==> config.mk <==
export PLATFORM = sky130hd
export DESIGN_NAME = encvel_ctrl
export DESIGN_NICKNAME = d
export VERILOG_FILES = /design/src/hw/rtl/encvel_pkg.sv /design/src/hw/rtl/encvel_ctrl.sv
export SDC_FILE = /design/constraint.sdc
export NUM_CORES = 1
export LEC_CHECK = 0
export ABC_AREA = 1
export BUFFER_PORTS_ARGS = -buffer_cell sky130_fd_sc_hd__buf_2
export CAP_MARGIN = 20
export CELL_PAD_IN_SITES_DETAIL_PLACEMENT = 2
export CELL_PAD_IN_SITES_GLOBAL_PLACEMENT = 2
export CORE_UTILIZATION = 32
export CTS_CLUSTER_DIAMETER = 80
export DETAILED_ROUTE_END_ITERATION = 8
export GPL_ROUTABILITY_DRIVEN = 0
export PLACE_DENSITY = 0.89
export RECOVER_POWER = 25
export SYNTH_ARGS = -nofsm -noshare
export SYNTH_HDL_FRONTEND = slang
export SYNTH_SLANG_ARGS = --single-unit
==> constraint.sdc <==
create_clock -name clk -period 1.87 [get_ports clk]
set_input_delay 0.374 -clock clk [delete_from_list [all_inputs] [get_ports clk]]
set_output_delay 0.374 -clock clk [all_outputs]
set_load 0.05 [all_outputs]
==> src/hw/rtl/encvel_pkg.sv <==
package encvel_pkg;

  localparam int COUNT_W    = 32;
  localparam int TIME_W     = 32;
  localparam int VEL_W      = 48;
  localparam int WEIGHT_W   = 16;
  localparam int SCALE_W    = 16;
  localparam int CFG_IDX_W  = 2;
  localparam int CFG_DATA_W = 16;

  localparam logic [CFG_IDX_W-1:0] REG_WEIGHT = CFG_IDX_W'(0);
  localparam logic [CFG_IDX_W-1:0] REG_SCALE  = CFG_IDX_W'(1);

  // 1000000 * 2^16 = 15625 * 2^22
  localparam int MULT_W     = 14;
  localparam logic [MULT_W-1:0] RATE_MULT = MULT_W'(15625);
  localparam int FRAC_SHIFT = 22;
  localparam int PROD0_W    = COUNT_W + SCALE_W;
  localparam int M_W        = 61;
  localparam int DVD_W      = M_W + FRAC_SHIFT;
  localparam int DIV_STEPS  = DVD_W;
  localparam int DIV_CNT_W  = $clog2(DIV_STEPS);
  localparam int BLEND_W    = 66;

  typedef enum logic [9:0] {
    S_IDLE   = 10'b0000000001,
    S_MAG    = 10'b0000000010,
    S_MUL1   = 10'b0000000100,
    S_MUL2   = 10'b0000001000,
    S_DIV    = 10'b0000010000,
    S_SAT    = 10'b0000100000,
    S_BLEND1 = 10'b0001000000,
    S_BLEND2 = 10'b0010000000,
    S_SUM    = 10'b0100000000,
    S_FINISH = 10'b1000000000
  } state_t;

  typedef struct packed {
    logic load;
    logic mag;
    logic mul1;
    logic mul2;
    logic div_step;
    logic sat;
    logic blend1;
    logic blend2;
    logic sum;
    logic emit;
  } cmd_t;

  typedef struct packed {
    logic op_clear;
    logic dt_zero;
    logic out_free;
  } status_t;

endpackage

==> src/hw/rtl/encvel_ctrl.sv <==
module encvel_ctrl import encvel_pkg::*; (
  input  logic    clk,
  input  logic    rst,
  input  logic    in_valid,
  output logic    in_ready,
  input  status_t status,
  output cmd_t    cmd
);

  state_t state, state_next;
  logic [DIV_CNT_W-1:0] count;

  always_comb begin
    state_next = state;
    cmd        = '0;
    in_ready   = 1'b0;
    unique case (state)
      S_IDLE: begin
        in_ready = 1'b1;
        if (in_valid) begin
          cmd.load   = 1'b1;
          state_next = S_MAG;
        end
      end
      S_MAG: begin
        cmd.mag = 1'b1;
        if (status.op_clear || status.dt_zero) begin
          state_next = S_FINISH;
        end else begin
          state_next = S_MUL1;
        end
      end
      S_MUL1: begin
        cmd.mul1   = 1'b1;
        state_next = S_MUL2;
      end
      S_MUL2: begin
        cmd.mul2   = 1'b1;
        state_next = S_DIV;
      end
      S_DIV: begin
        cmd.div_step = 1'b1;
        if (count == '0) begin
          state_next = S_SAT;
        end
      end
      S_SAT: begin
        cmd.sat    = 1'b1;
        state_next = S_BLEND1;
      end
      S_BLEND1: begin
        cmd.blend1 = 1'b1;
        state_next = S_BLEND2;
      end
      S_BLEND2: begin
        cmd.blend2 = 1'b1;
        state_next = S_SUM;
      end
      S_SUM: begin
        cmd.sum    = 1'b1;
        state_next = S_FINISH;
      end
      S_FINISH: begin
        if (status.out_free) begin
          cmd.emit   = 1'b1;
          state_next = S_IDLE;
        end
      end
      default: begin
        state_next = S_IDLE;
      end
    endcase
  end

  always_ff @(posedge clk) begin
    if (rst) begin
      state <= S_IDLE;
      count <= '0;
    end else begin
      state <= state_next;
      if (state == S_MUL2) begin
        count <= DIV_CNT_W'(DIV_STEPS - 1);
      end else if (state == S_DIV) begin
        count <= count - DIV_CNT_W'(1);
      end
    end
  end

endmodule

==> results of run 1 <==
cell type report:
type | instances | area [um^2] | share of cell area, %
Tap cell | 46 | 57.56 | 3.777
Inverter | 34 | 127.6 | 8.374
Multi-Input combinational cell | 130 | 763.2 | 50.08
Sequential cell | 17 | 355.3 | 23.32
Clock buffer | 4 | 26.28 | 1.724
Timing Repair Buffer | 22 | 193.9 | 12.73
Yosys cell counts, drive strengths merged (2+ instances only):
| cell type | n | share of area, % |
|---|---|---|
| nor2 | 42 | 17 |
| nand2 | 39 | 15 |
| inv | 34 | 11 |
| nand3 | 21 | 11 |
| dfxtp | 17 | 29 |
| nor3 | 8 | 4.4 |
| a21oi | 4 | 1.7 |
| o21ai | 4 | 1.7 |
| ha | 2 | 2.1 |
| nand4 | 2 | 1.1 |
| nor4 | 2 | 1.6 |
worst min path at each step:
stage,startpoint,to,slack [ns],cells past startpoint
after floorplan,count[0],count[0],0.44,2
after global placement,count[0],count[0],0.45,2
after detailed placement,count[0],count[0],0.47,2
after CTS,status[1],state[2],0.25,2
after global routing,status[2],state[2],0.26,2
final,status[2],state[2],0.25,2
stage by stage:
| step | instance area (um^2) | util [%] | hold slack [ns] | total power (W) | std cells |
|---|---|---|---|---|---|
| CTS | 1415 | 41.43 | 0.2508 | 0.001047 | 249 |
| global route | 1524 | 44.62 | 0.2564 | 0.001143 | 253 |
| floorplan | 1175 | - | 0.4435 | 0.0007205 | 182 |
| detailed placement | 1309 | 38.32 | 0.4654 | 0.0008208 | 243 |
| global placement | 1309 | 38.32 | 0.4542 | 0.0007970 | 243 |
| finish | 1524 | 44.62 | 0.2465 | 0.001086 | 253 |
per-layer routing:
layer  routed length [um]  vias up
li1                     -      612
met1                 1965      612
met2                 2326       23
met3                  144        8
met4                   81        0
met5                    0        -
state kept, by name, indices dropped and copies added (netlist names):
signal and cells:
state 10, count 7
power breakdown:
part           internal (W)  leakage, nW  switching (W)
clock             0.0000832       0.0150       0.000125
combinational      0.000141        0.619       0.000325
sequential         0.000385        0.141      0.0000268
cell usage in the layout, fill, tap and decap left out, types with 2 or more instances in the layout:
cell,count
nand2_1,32
inv_1,31
nor2_1,30
nand3_1,16
dfxtp_1,9
buf_6,9
nor2_4,8
buf_4,7
nor3_1,6
dfxtp_2,6
nand3_2,5
buf_2,5
nand2_4,4
a21oi_1,4
inv_2,3
nand2_2,3
nor2_2,3
clkbuf_4,3
nand4_1,2
o21ai_1,2
o21ai_0,2
ha_1,2
dfxtp_4,2
kinds of logic (layout without fill, tap and decap cells):
logic type,after synthesis,after routing,synth area share [%]
AOI/OAI and AO/OA,10,10,4.722
xor gates and xnor gates,2,2,1.502
adders and majority gates,2,2,2.146
buffers and inverters,35,60,11.27
DFF,17,17,29.18
and+or+nand+nor,116,116,51.18
timing repair:
item / CTS / global route
hold endpoints to repair: 0 / 0
setup endpoints to repair: 11 / 11
buffers inserted: 2 / 4
gates resized for setup: 24 / 27
pin swaps: 3 / 7
==> impl_metrics.tcl, run 1 <==
set metrics [dict create \
    use_met1_pct 26.68 \
    ff2ff_path_depth 8 \
    power_density_nw_per_um2 712.9 \
    grtUsageMet2_pct 42.86 \
    fmax_mhz 524.6 \
    critPathMaxFanout 3 \
    area_delta_synth_final_pct 30.69 \
    critPathKind "reg -> out" \
    finalSetupViolCount 1 \
    drv_slew 0 \
    wire_per_inst_um 17.85 \
    via_per_inst 4.960 \
    path_depth 6 \
    cts_tree "yes" \
    p_leak_nw 0.7755 \
    max_slew_margin_pct 79.06 \
    syn_inst 182 \
    synth_seq_area_share_pct 29.18 \
    yosysWarnings 0 \
    tightest_slew_ns 0.3129 \
    fill_cells 416 \
    cp_slowest_cell "dfxtp_2" \
    grt_max_degree 12 \
    cts_num_sinks 17 \
    post-route-drc-count 0 \
    top_usage_layer "met2" \
    crit_chain "nor2_4 -> nand2_4 -> inv_1 -> nand4_1 -> inv_1 -> buf_6" \
    min_period_over_period_pct 101.9 \
    syn_area_um2 1166 \
    dieHeight_um 62.37 \
    ioPinCount 17 \
    track_usage_pct 23.06 \
    ctsLongestPathBuffers 2 \
    nets 216 \
    syn_avg_cell_area_um2 6.407 \
    antenna_found_initial 0 \
    ir_drop_uv 533.6 \
    crit_required_ns 1.50 \
    drt_iter0_drc 28 \
    critPathMaxStageDelay_ns 0.35 \
    ys_async_sr_fraction_pct 0 \
    setup.worst_path.start_class "flop" \
    io_buffers 16 \
    ys_ff_latch 17 \
    timing.rr.start "state[1]" \
    grt_pass1_vias 1377 \
    cp.buffers_inverters 3 \
    die_area_um2 3889 \
    synth_cell_types 28 \
    endpoint "cmd[2]" \
    wl_um 4517 \
    clk_pin_slew_ns 0.10 \
    worst_slack_ns -0.03637 \
    numCtsBuffers 3 \
    grt_pass1_wl_um 6955 \
    clkLatencyLatePin_ns 0.30 \
    min_period_ns 1.906 \
    cpMostUsedCell "inv_1" \
    violations "negative setup slack" \
    synthFlopType "dfxtp_1" \
    arrival_ns 1.53 \
    core_area_um2 3416 \
    diodes 0 \
    clockRootBuffer "clkbuf_4" \
    status "complete, but fails checks" \
    crit_family "simple AND/OR/NAND/NOR gates" \
    crit_path_end_kind "primary output" \
    r2r_end "count[1]" \
    firstDrtPassIters 4 \
    start_util_pct 34.14 \
    place_ws_ns 0.1994 \
    syn_nets 190 \
    die_w_um 62.37 \
    hold_class "in -> reg" \
    holdBufCountCts 0 \
    hold_viol_final 0 \
    overflow 0 \
    num_vias 1255 \
    max-cap-violations 0 \
    grt_setup_unrepaired "yes" \
    met3_usage_pct 5.515 \
    startpoint "state[5]" \
    std_cell_rows 21 \
    post-dp-hpwl_um 3131 \
    rrSetupSlack_ns 0.26 \
    postRouteAntennaNets 0 \
    synth-edff-count 0 \
    h-tree-depth 1 \
    setup_tns_ns -0.03637 \
    clock_skew_ns 0.002412 \
    drive_gt1_share_pct 30.43 \
]
Note: power is estimated with default switching activity, not from simulation.
==> run 2, diff against run 1 <==
Settings changed: CORE_UTILIZATION 32 to 30, PLACE_DENSITY 0.89 to 0.85.
Clock period 1.87 ns to 2.15 ns, I/O delays scaled along.
==> impl_metrics.tcl, run 2 (same netlist as run 1, synthesis figures left out) <==
set metrics [dict create \
    status "finished clean" \
    tightest_slew_ns 0.3984 \
    min_period_over_period_pct 94.20 \
    ctsLongestPathBuffers 2 \
    diodes 0 \
    hold_ws_ns 0.3381 \
    timing.rr.start "count[0]" \
    finalSetupViolCount 0 \
    track_usage_pct 21.93 \
    regMostFlops "state" \
    p_leak_nw 0.7410 \
    place_area_um2 1303 \
    numCtsBuffers 3 \
    io_buffers 16 \
    wl_um 4088 \
    std_cell_rows 22 \
    endpoint "cmd[1]" \
    max-cap-violations 0 \
    firstDrtPassIters 4 \
    h-tree-depth 1 \
    fmax_mhz 493.8 \
    drive_gt1_share_pct 19.40 \
    cts_num_sinks 17 \
    startpoint "state[7]" \
    clk_pin_slew_ns 0.08 \
    postRouteAntennaNets 0 \
    drt_iter0_drc 24 \
    arrival_ns 1.60 \
    ff2ff_path_depth 8 \
    layout_common_cells "35 x nand2_1, 33 x inv_1, 33 x nor2_1" \
    nets 210 \
    die_area_um2 4140 \
    holdBufCountCts 0 \
    grt_pass1_wl_um 6824 \
    postCtsSetupBuffers 0 \
    cts_tree "yes" \
    wire_per_inst_um 16.42 \
    grt_setup_unrepaired "no" \
    ioPinCount 17 \
    max_slew_margin_pct 73.24 \
    post-route-util_pct 36.74 \
    setup_tns_ns 0 \
    min_period_ns 2.025 \
    crit_required_ns 1.72 \
    largestRegisters "state (10), count (7)" \
    largest_reg_flops 10 \
    grt_pass1_vias 1398 \
    mostFrequentLayoutCell "nand2_1" \
    dieHeight_um 64.35 \
    post-route-drc-count 0 \
    hold_viol_final 0 \
    via_per_inst 4.900 \
    die_w_um 64.35 \
    fill_cells 466 \
    start_util_pct 31.61 \
    ir_drop_uv 204.7 \
    crit_path_end_kind "primary output" \
    clockRootBuffer "clkbuf_8" \
    overflow 0 \
    hold_class "in -> reg" \
    r2r_end "state[8]" \
    drv_slew 0 \
    grt_max_degree 12 \
    critPathKind "reg -> out" \
    final_area_um2 1355 \
    clock_skew_ns 0.002184 \
    power_density_nw_per_um2 721.7 \
    rrSetupSlack_ns 0.36 \
    post-dp-hpwl_um 3291 \
    fin_cells 249 \
    antenna_found_initial 0 \
    clkLatencyLatePin_ns 0.26 \
    critPathMaxFanout 5 \
    placedCellCount 245 \
    num_vias 1220 \
    core_area_um2 3689 \
    setup.worst_path.start_class "flop" \
    area_delta_synth_final_pct 16.20 \
]
==> run 2: metal layers <==
layer | vias to the layer above | routed length [um] | track usage (%)
li1 | 600 | - | -
met1 | 595 | 1833 | 25.51
met2 | 18 | 2103 | 40.39
met3 | 7 | 98 | 3.214
met4 | 0 | 53 | 7.222
met5 | - | 0 | 0
==> run 2: worst max-delay path, stage by stage, from the launching register on <==
cell     delay, ns
dfxtp_1       0.36
nor2_2        0.19
nand2_1       0.15
nor2_2        0.16
nand3_1       0.14
inv_1         0.07
buf_2         0.25
==> run 2: worst min-delay path by stage <==
stage | startpoint | cells past startpoint | slack, ns | to
final | status[2] | 2 | 0.34 | state[2]
after global routing | status[2] | 2 | 0.35 | state[2]
after CTS | status[2] | 2 | 0.34 | state[2]
after detailed placement | count[0] | 2 | 0.48 | count[0]
after global placement | count[0] | 2 | 0.46 | count[0]
after floorplan | count[0] | 2 | 0.44 | count[0]
==> run 2: cell type report <==
class / count / area (um^2) / share of cell area [%]
Clock inverter: 1 / 5.005 / 0.3693
Multi-Input combinational cell: 130 / 698.2 / 51.52
Inverter: 34 / 127.6 / 9.418
Sequential cell: 17 / 340.3 / 25.12
Clock buffer: 3 / 41.29 / 3.047
Timing Repair Buffer: 16 / 82.58 / 6.094
Tap cell: 48 / 60.06 / 4.432
==> run 2: timing repair <==
action,4_1_cts,5_1_grt
setup endpoints to repair,0,1
hold endpoints to repair,0,0
gates resized for setup,0,2
==> run 2: power by group <==
part,internal [W],leakage [nW],switching [W]
Combinational,0.000104,0.578,0.000260
Sequential,0.000333,0.138,0.0000212
Clock,0.000129,0.0255,0.000131
==> run 2: through the flow <==
stage / total power (W) / setup WS (ns)
global placement: 0.0006855 / 0.4711
finish: 0.0009779 / 0.1247
global route: 0.001038 / 0.0001135
detailed placement: 0.0007163 / 0.3662
CTS: 0.0009866 / 0.08785
floorplan: 0.0006235 / 0.1808
